<file path="src/hw/rtl/tvfp_pkg.sv">
// shared types, constants and helper functions of the tag=value field parser
package tvfp_pkg;

  // tag arithmetic width and output tag width
  localparam int unsigned TagBits  = 32;
  localparam int unsigned TagOutW  = 32;
  localparam int unsigned TagExtW  = (TagBits > TagOutW) ? TagBits : TagOutW;
  localparam int unsigned TagWideW = TagBits + 4;
  localparam logic [TagBits-1:0] TagHalf = TagBits'(1) << (TagBits - 1);

  // byte codes
  localparam logic [7:0] SepSoh  = 8'h01;
  localparam logic [7:0] SepPipe = 8'h7C;
  localparam logic [7:0] EqChar  = 8'h3D;
  localparam logic [7:0] PlusCh  = 8'h2B;
  localparam logic [7:0] MinusCh = 8'h2D;

  // output queue geometry
  localparam int unsigned QueueDepth = 4;
  localparam int unsigned PtrW       = $clog2(QueueDepth);
  localparam int unsigned CountW     = $clog2(QueueDepth + 1);
  localparam int unsigned MaxRecs    = 3;

  typedef enum logic [5:0] {
    PH_START  = 6'b000001,
    PH_SIGN   = 6'b000010,
    PH_DIGITS = 6'b000100,
    PH_AFTER  = 6'b001000,
    PH_REJECT = 6'b010000,
    PH_VALUE  = 6'b100000
  } phase_e;

  typedef enum logic [1:0] {
    KIND_VALUE = 2'd0,
    KIND_EMPTY = 2'd1,
    KIND_END   = 2'd2
  } record_kind_e;

  typedef struct packed {
    record_kind_e        kind;
    logic [TagOutW-1:0]  tag;
    logic [7:0]          vbyte;
    logic                last;
  } rec_t;

  // records produced by one byte, slot 0 first
  typedef struct packed {
    logic [1:0]            count;
    rec_t [MaxRecs-1:0]    recs;
  } push_t;

  function automatic logic is_space(input logic [7:0] c);
    return (c == 8'h20) || ((c >= 8'h09) && (c <= 8'h0D));
  endfunction

  function automatic logic is_digit(input logic [7:0] c);
    return (c >= 8'h30) && (c <= 8'h39);
  endfunction

  // two's complement tag, low bits only
  function automatic logic [TagOutW-1:0] tag_to_out(input logic neg,
                                                    input logic [TagBits-1:0] mag);
    logic [TagExtW-1:0] ext;
    logic [TagExtW-1:0] v;
    ext = TagExtW'(mag);
    v   = neg ? (TagExtW'(0) - ext) : ext;
    return v[TagOutW-1:0];
  endfunction

endpackage

</file>
<file path="src/hw/rtl/tvfp_in_reg.sv">
// input register stage for message bytes
module tvfp_in_reg import tvfp_pkg::*; (
  input  logic       clk_i,
  input  logic       rst_ni,
  input  logic       in_valid_i,
  output logic       in_ready_o,
  input  logic [7:0] in_byte_i,
  input  logic       in_eom_i,
  input  logic       consume_i,
  output logic       hold_valid_o,
  output logic [7:0] hold_byte_o,
  output logic       hold_eom_o
);

  logic       valid_q, valid_d;
  logic [7:0] byte_q;
  logic       eom_q;

  // free when empty or when the held byte leaves this cycle
  assign in_ready_o = !valid_q || consume_i;
  assign valid_d    = in_ready_o ? in_valid_i : valid_q;

  always_ff @(posedge clk_i or negedge rst_ni) begin
    if (!rst_ni) begin
      valid_q <= 1'b0;
    end else begin
      valid_q <= valid_d;
    end
  end

  // payload
  always_ff @(posedge clk_i) begin
    if (in_ready_o && in_valid_i) begin
      byte_q <= in_byte_i;
      eom_q  <= in_eom_i;
    end
  end

  assign hold_valid_o = valid_q;
  assign hold_byte_o  = byte_q;
  assign hold_eom_o   = eom_q;

endmodule

</file>
<file path="src/hw/rtl/tvfp_parser.sv">
// field scanner: tag parse, value byte hold-back and record generation
module tvfp_parser import tvfp_pkg::*; (
  input  logic       clk_i,
  input  logic       rst_ni,
  input  logic       cfg_we_i,
  input  logic       cfg_wdata_i,
  input  logic       consume_i,
  input  logic [7:0] byte_i,
  input  logic       eom_i,
  output push_t      push_o
);

  logic               soh_q;
  phase_e             phase_q, phase_d;
  logic               neg_q, neg_d;
  logic [TagBits-1:0] mag_q, mag_d;
  logic               inval_q, inval_d;
  logic [7:0]         pb_q, pb_d;
  logic               pv_q, pv_d;

  logic [7:0]          sep;
  logic [1:0]          n;
  rec_t [MaxRecs-1:0]  recs;
  logic [TagWideW-1:0] wide;
  logic [TagBits-1:0]  lim;
  logic [TagOutW-1:0]  tagv;

  // separator register
  always_ff @(posedge clk_i or negedge rst_ni) begin
    if (!rst_ni) begin
      soh_q <= 1'b1;
    end else if (cfg_we_i) begin
      soh_q <= cfg_wdata_i;
    end
  end

  // next state and records for one byte
  always_comb begin
    phase_d = phase_q;
    neg_d   = neg_q;
    mag_d   = mag_q;
    inval_d = inval_q;
    pb_d    = pb_q;
    pv_d    = pv_q;
    n       = 2'd0;
    recs    = '0;
    sep     = soh_q ? SepSoh : SepPipe;
    wide    = '0;
    lim     = '0;
    tagv    = tag_to_out(neg_q, mag_q);

    if (consume_i) begin
      if (byte_i == sep) begin
        // separator closes the field
        if (inval_d) begin
          recs[n] = pv_d ? rec_t'{KIND_VALUE, tagv, pb_d, 1'b1}
                         : rec_t'{KIND_EMPTY, tagv, 8'h00, 1'b1};
          n = n + 2'd1;
        end
        phase_d = PH_START;
        neg_d   = 1'b0;
        mag_d   = '0;
        inval_d = 1'b0;
        pb_d    = 8'h00;
        pv_d    = 1'b0;
      end else begin
        // tag accumulate candidate: mag * 10 + digit against the signed limit
        lim  = neg_q ? TagHalf : (TagHalf - TagBits'(1));
        wide = (TagWideW'(mag_q) << 3) + (TagWideW'(mag_q) << 1)
             + TagWideW'(byte_i[3:0]);
        unique case (phase_q)
          PH_START: begin
            if (is_space(byte_i)) begin
              phase_d = PH_START;
            end else if (byte_i == PlusCh || byte_i == MinusCh) begin
              neg_d   = (byte_i == MinusCh);
              phase_d = PH_SIGN;
            end else if (is_digit(byte_i)) begin
              if (wide > TagWideW'(lim)) begin
                phase_d = PH_REJECT;
              end else begin
                phase_d = PH_DIGITS;
                mag_d   = wide[TagBits-1:0];
              end
            end else begin
              phase_d = PH_REJECT;
            end
          end
          PH_SIGN: begin
            if (is_digit(byte_i)) begin
              if (wide > TagWideW'(lim)) begin
                phase_d = PH_REJECT;
              end else begin
                phase_d = PH_DIGITS;
                mag_d   = wide[TagBits-1:0];
              end
            end else begin
              phase_d = PH_REJECT;
            end
          end
          PH_DIGITS, PH_AFTER: begin
            if (byte_i == EqChar) begin
              phase_d = PH_VALUE;
              inval_d = 1'b1;
            end else if (phase_q == PH_DIGITS && is_digit(byte_i)) begin
              if (wide > TagWideW'(lim)) begin
                phase_d = PH_REJECT;
              end else begin
                mag_d = wide[TagBits-1:0];
              end
            end else begin
              phase_d = PH_AFTER;
            end
          end
          PH_VALUE: begin
            // release the held byte, hold the new one
            if (pv_q) begin
              recs[n] = rec_t'{KIND_VALUE, tagv, pb_q, 1'b0};
              n = n + 2'd1;
            end
            pb_d = byte_i;
            pv_d = 1'b1;
          end
          default: begin
            phase_d = PH_REJECT;
          end
        endcase
      end

      // end of message closes the field and adds the end marker
      if (eom_i) begin
        if (inval_d) begin
          recs[n] = pv_d ? rec_t'{KIND_VALUE, tagv, pb_d, 1'b1}
                         : rec_t'{KIND_EMPTY, tagv, 8'h00, 1'b1};
          n = n + 2'd1;
        end
        phase_d = PH_START;
        neg_d   = 1'b0;
        mag_d   = '0;
        inval_d = 1'b0;
        pb_d    = 8'h00;
        pv_d    = 1'b0;
        recs[n] = rec_t'{KIND_END, '0, 8'h00, 1'b0};
        n = n + 2'd1;
      end
    end
  end

  always_ff @(posedge clk_i or negedge rst_ni) begin
    if (!rst_ni) begin
      phase_q <= PH_START;
      neg_q   <= 1'b0;
      mag_q   <= '0;
      inval_q <= 1'b0;
      pb_q    <= 8'h00;
      pv_q    <= 1'b0;
    end else begin
      phase_q <= phase_d;
      neg_q   <= neg_d;
      mag_q   <= mag_d;
      inval_q <= inval_d;
      pb_q    <= pb_d;
      pv_q    <= pv_d;
    end
  end

  assign push_o.count = n;
  assign push_o.recs  = recs;

endmodule

</file>
<file path="src/hw/rtl/tvfp_out_queue.sv">
// four-entry record queue, up to three writes and one read per cycle
module tvfp_out_queue import tvfp_pkg::*; (
  input  logic              clk_i,
  input  logic              rst_ni,
  input  push_t             push_i,
  input  logic              pop_i,
  output logic              room_o,
  output logic              valid_o,
  output rec_t              head_o,
  output logic [CountW-1:0] count_o
);

  rec_t              mem_q [QueueDepth];
  logic [PtrW-1:0]   wr_ptr_q, rd_ptr_q;
  logic [CountW-1:0] count_q, count_d;

  assign valid_o = (count_q != '0);
  assign head_o  = mem_q[rd_ptr_q];
  // room for the largest burst one byte can cause
  assign room_o  = (count_q <= CountW'(QueueDepth - MaxRecs));
  assign count_d = count_q + CountW'(push_i.count) - CountW'(pop_i && valid_o);
  assign count_o = count_q;

  // pointers and fill level
  always_ff @(posedge clk_i or negedge rst_ni) begin
    if (!rst_ni) begin
      wr_ptr_q <= '0;
      rd_ptr_q <= '0;
      count_q  <= '0;
    end else begin
      wr_ptr_q <= wr_ptr_q + PtrW'(push_i.count);
      rd_ptr_q <= rd_ptr_q + PtrW'(pop_i && valid_o);
      count_q  <= count_d;
    end
  end

  // entry writes
  always_ff @(posedge clk_i) begin
    for (int i = 0; i < MaxRecs; i++) begin
      if (2'(i) < push_i.count) begin
        mem_q[wr_ptr_q + PtrW'(i)] <= push_i.recs[i];
      end
    end
  end

endmodule

</file>
<file path="src/hw/rtl/tag_value_field_parser_top.sv">
// top level of the tag=value field parser
//
// Takes one message byte per transaction and emits value-byte, empty-field and
// end-of-message records. A byte is accepted every clock while the record queue
// holds at most one entry, so plain text and value bytes stream at one byte per
// cycle; a byte flagged as the end of message can cause up to three records,
// which drain one per cycle from the four-entry queue while m_axis_tready is
// high and hold off input until it has room again. Records pass the input
// register, then the queue. The user must write the separator register only
// while idle; the block does not enforce this. It applies from the next byte.
module tag_value_field_parser_top import tvfp_pkg::*; (
  input  logic        clk_i,
  input  logic        rst_ni,
  // separator select: 1 = 0x01, 0 = '|'
  input  logic        cfg_we_i,
  input  logic        cfg_wdata_i,
  input  logic        s_axis_tvalid,
  output logic        s_axis_tready,
  input  logic [7:0]  s_axis_tdata,   // [7:0] message_byte
  input  logic        s_axis_tlast,   // end_of_message
  output logic        m_axis_tvalid,
  input  logic        m_axis_tready,
  output logic [39:0] m_axis_tdata,   // [31:0] field_tag, [39:32] value_byte
  output logic [1:0]  m_axis_tuser,   // [1:0] record_kind
  output logic        m_axis_tlast    // last_of_field
);

  logic              hold_valid;
  logic [7:0]        hold_byte;
  logic              hold_eom;
  logic              room;
  logic              consume;
  push_t             push;
  rec_t              head;
  logic [CountW-1:0] q_count;

  assign consume = hold_valid && room;

  tvfp_in_reg u_in_reg (
    .clk_i        (clk_i),
    .rst_ni       (rst_ni),
    .in_valid_i   (s_axis_tvalid),
    .in_ready_o   (s_axis_tready),
    .in_byte_i    (s_axis_tdata),
    .in_eom_i     (s_axis_tlast),
    .consume_i    (consume),
    .hold_valid_o (hold_valid),
    .hold_byte_o  (hold_byte),
    .hold_eom_o   (hold_eom)
  );

  tvfp_parser u_parser (
    .clk_i       (clk_i),
    .rst_ni      (rst_ni),
    .cfg_we_i    (cfg_we_i),
    .cfg_wdata_i (cfg_wdata_i),
    .consume_i   (consume),
    .byte_i      (hold_byte),
    .eom_i       (hold_eom),
    .push_o      (push)
  );

  tvfp_out_queue u_out_queue (
    .clk_i   (clk_i),
    .rst_ni  (rst_ni),
    .push_i  (push),
    .pop_i   (m_axis_tready),
    .room_o  (room),
    .valid_o (m_axis_tvalid),
    .head_o  (head),
    .count_o (q_count)
  );

  // output packing
  assign m_axis_tdata = {head.vbyte, head.tag};
  assign m_axis_tuser = head.kind;
  assign m_axis_tlast = head.last;

  // checks

  // queue never overfills
  assert property (@(posedge clk_i) disable iff (!rst_ni)
    q_count <= CountW'(QueueDepth))
    else $error("record queue overflow");

  // records only come from a consumed byte
  assert property (@(posedge clk_i) disable iff (!rst_ni)
    !consume |-> push.count == 2'd0)
    else $error("records pushed without a byte");

  // end marker carries no tag, byte or last flag
  assert property (@(posedge clk_i) disable iff (!rst_ni)
    (m_axis_tvalid && m_axis_tuser == KIND_END) |-> (m_axis_tdata == '0 && !m_axis_tlast))
    else $error("malformed end marker");

  // a byte flagged end of message always yields an end marker
  assert property (@(posedge clk_i) disable iff (!rst_ni)
    (consume && hold_eom) |-> push.count != 2'd0)
    else $error("end of message without records");

endmodule
</file>
<file path="config.mk">
export PLATFORM = sky130hd
export DESIGN_NAME = tag_value_field_parser_top
export DESIGN_NICKNAME = d
export VERILOG_FILES = /design/src/hw/rtl/tvfp_pkg.sv /design/src/hw/rtl/tvfp_in_reg.sv /design/src/hw/rtl/tvfp_parser.sv /design/src/hw/rtl/tvfp_out_queue.sv /design/src/hw/rtl/tag_value_field_parser_top.sv
export SDC_FILE = /design/constraint.sdc
export NUM_CORES = 1
export LEC_CHECK = 0
export ABC_AREA = 1
export BUFFER_PORTS_ARGS = -buffer_cell sky130_fd_sc_hd__buf_2
export CAP_MARGIN = 40
export CORE_UTILIZATION = 50
export CTS_CLUSTER_DIAMETER = 100
export DETAILED_ROUTE_END_ITERATION = 10
export MAX_ROUTING_LAYER = met4
export PLACE_DENSITY = 0.67
export RECOVER_POWER = 25
export SYNTH_ARGS = -nofsm -noshare
export SYNTH_HDL_FRONTEND = slang
export SYNTH_SLANG_ARGS = --single-unit
</file>
<file path="constraint.sdc">
create_clock -name clk_i -period 7.55 [get_ports clk_i]
set_input_delay 1.1325 -clock clk_i [delete_from_list [all_inputs] [get_ports clk_i]]
set_output_delay 1.1325 -clock clk_i [all_outputs]
set_load 0.005 [all_outputs]
</file>
==> impl_metrics.env <==
export IMPL_grt_ovfl_total=0
export IMPL_arrival_ps=6390
export IMPL_wl_met3_um=3520
export IMPL_wl_per_cell_um=18.5
export IMPL_pin_count=60
export IMPL_diodes=0
export IMPL_hold_path_class="reg -> reg"
export IMPL_gp_congestion=0.939
export IMPL_h_tree_depth=1
export IMPL_yosys_most_used_dff="edfxtp_1"
export IMPL_path_class="reg -> reg"
export IMPL_yosys_area_top_type_share_pct=33.2
export IMPL_drt_iter0_markers=1331
export IMPL_min_period_ps=6230
export IMPL_post_route_drc_count=0
export IMPL_die_w_um=183
export IMPL_combPwrFrac_pct=40.1
export IMPL_power_density_mw_per_mm2=275
export IMPL_vias_per_cell=5.77
export IMPL_setup_violations=0
export IMPL_finClkSkew_ps=27.8
export IMPL_dp_final_hpwl_um=31600
export IMPL_pwr_share_seq_pct=35.0
export IMPL_final_util_pct=55.5
export IMPL_met1Wirelength_um=20300
export IMPL_yosysMostFrequentCell="nand2_1"
export IMPL_critPathLaunchType="register"
export IMPL_syn_cell_area_mm2=0.0164
export IMPL_fp_dieH_um=183
export IMPL_max_cap_viol_count=3
export IMPL_hold_viol=0
export IMPL_p_sw_share_pct=40.5
export IMPL_grt_start_max_net_pins=88
export IMPL_ys_ff_latch=239
export IMPL_fmax_mhz=161
export IMPL_rsz0062_at_grt="no"
export IMPL_syn2layout_area_growth_pct=7.99
export IMPL_relSlewSlack_pct=-145
export IMPL_initial_utilization_pct=51.4
export IMPL_drive_gt1_share_pct=8.64
export IMPL_slew_violations=192
export IMPL_path_clk_slew_ps=60
export IMPL_cts_repair_resized=0
export IMPL_syn_nets=2115
export IMPL_dr_pass1_iters=6
export IMPL_crit_fanout=36
export IMPL_ys_top_cells_by_area="edfxtp_1 (33%), nand2_1 (11%), dfrtp_1 (8.6%)"
export IMPL_cts_made_buffers=26
export IMPL_synth_edff_count=181
export IMPL_nNetsFinal=2139
export IMPL_power_share_clock_pct=24.9
export IMPL_worst_pin_slew_ps=3670
export IMPL_endpoint_kind="register"
export IMPL_yosysWarnings=0
export IMPL_wl_met2_um=21000
export IMPL_post_cts_buffers=0
export IMPL_ant_nets=0
export IMPL_core_area_mm2=0.0319
export IMPL_synth_cell_types=59
export IMPL_synthTopCellsByCount="nand2_1 (483), nor2_1 (215), edfxtp_1 (181), inv_1 (174), o22ai_1 (164)"
export IMPL_grt_pass1_wl_um=73300
export IMPL_status="finished with violations"
export IMPL_ys_seq_area_share_pct=42.0
export IMPL_syn_area_per_cell_um2=8.22
export IMPL_async_flop_share_pct=24.3
export IMPL_synth_cells=1994
export IMPL_cts_num_sinks=239
export IMPL_track_usage_pct=28.4
export IMPL_synth_area_leader_cell="edfxtp_1"
export IMPL_p_leak_nw=8.16
export IMPL_clkLatencyLatePin_ps=550
export IMPL_routed_wl_um=45700
export IMPL_cts_root_buf="clkbuf_16"
export IMPL_cts_tree="built"
export IMPL_io_buffers=59
export IMPL_antenna_found_initial=0
export IMPL_internal_power_mw=2.90
export IMPL_period_share_pct=82.5
export IMPL_p_switching_mw=1.97
export IMPL_grt_pass1_vias=13400
export IMPL_violations="capacitance limit, slew limit"
export IMPL_rows=65
export IMPL_die_area_mm2=0.0335
export IMPL_setup_tns_ps=0
export IMPL_cts_hold_buffers=0
export IMPL_max_vdd_ir_drop_uv=218
export IMPL_vias=14300
export IMPL_required_ps=7710
export IMPL_clock_path_buffers=3
export IMPL_dr_max_layer_used="met4"
final timing paths:
check	start	end	slack [ps]	cells after the start
min in group asynchronous	rst_ni	u_out_queue.rd_ptr_q[0]$_DFF_PN0_	1720	2
min reg2reg	u_out_queue.count_o[2]$_DFF_PN0_	u_out_queue.count_o[2]$_DFF_PN0_	500	1
max reg2reg	u_parser.phase_q[2]$_DFFE_PN0P_	u_out_queue.mem_q[3][9]$_SDFFCE_PP0P_	1320	16
min	u_out_queue.count_o[2]$_DFF_PN0_	u_out_queue.count_o[2]$_DFF_PN0_	500	1
max	u_parser.phase_q[2]$_DFFE_PN0P_	u_out_queue.mem_q[3][9]$_SDFFCE_PP0P_	1320	16
max in group asynchronous	rst_ni	u_parser.neg_q$_DFFE_PN0P_	3820	2
placed cells by master (no fill, tap or decap), drive strengths merged, types with 22 or more instances in the layout:
cell    count
nand2     522
nor2      233
inv       191
edfxtp    181
o21ai     167
o22ai     165
ha        103
a21oi      78
clkbuf     65
dfrtp      56
nand3      44
buf        41
xor2       35
xnor2      22
worst max-delay path, cell delays in order (launching register included):
cell,delay (ps)
dfrtp_1,400
nor2_1,150
and3_1,440
inv_4,100
nor2_1,150
nand2_1,160
nand2_1,260
clkinvlp_2,320
ha_1,330
nor2_4,170
inv_1,60
nor2_1,500
nand2_2,710
nand2_2,990
inv_2,250
o21ai_4,270
buf_4,550
per-layer routing:
| layer | global-route usage [%] | vias up |
|---|---|---|
| met1 | 40.0 | 6710 |
| li1 | - | 6907 |
| met3 | 2.88 | 60 |
| met4 | 5.90 | 0 |
| met2 | 44.8 | 584 |
| met5 | - | - |
through the flow:
stage | hold WS, ps | power (mW) | cells | setup slack (ps) | area (µm²)
after detailed placement | 496 | 3.69 | 2425 | 2250 | 17000
after CTS | 507 | 4.89 | 2472 | 2240 | 17800
after global routing | 519 | 5.19 | 2472 | 992 | 17700
final | 499 | 4.87 | 2472 | 1320 | 17700
after global placement | 489 | 3.65 | 2423 | 2310 | 16900
after floorplan | 470 | 3.03 | 1994 | 1930 | 16400
flip-flops by register name, indices dropped and copies added, names as in the netlist:
register               cells
u_in_reg.hold_byte_o       8
u_in_reg.hold_eom_o        1
u_in_reg.hold_valid_o      1
u_out_queue.count_o        3
u_out_queue.mem_q        172
u_out_queue.rd_ptr_q       2
u_out_queue.wr_ptr_q       2
u_parser.inval_q           1
u_parser.mag_q            32
u_parser.neg_q             1
u_parser.pb_q              8
u_parser.phase_q           6
u_parser.pv_q              1
u_parser.soh_q             1
layout make-up:
class                           instances  area (µm²)
Tap cell                              435         544
Timing Repair Buffer                   73         385
Clock buffer                           33         697
Clock inverter                         14         109
Inverter                              196         739
Sequential cell                       239        6890
Fill cell                            3020       14200
Multi-Input combinational cell       1482        8330
logic make-up after synthesis:
family	synth area share [%]
adder cells (fa/ha/maj)	8.23
XOR/XNOR	3.05
buffers and inverters	7.05
AO/OA/AOI/OAI	16.0
flip-flops	42.0
AND/OR/NAND/NOR	23.7
power groups by stage:
stage | clock network, mW | registers (mW) | logic, mW
2_1_floorplan | 0 | 1.70 | 1.33
3_3_place_gp | 0 | 1.73 | 1.92
3_5_place_dp | 0 | 1.73 | 1.95
4_1_cts | 1.22 | 1.71 | 1.97
5_1_grt | 1.27 | 1.73 | 2.19
6_report | 1.21 | 1.71 | 1.95
Note: power is estimated with default switching activity, not from simulation.
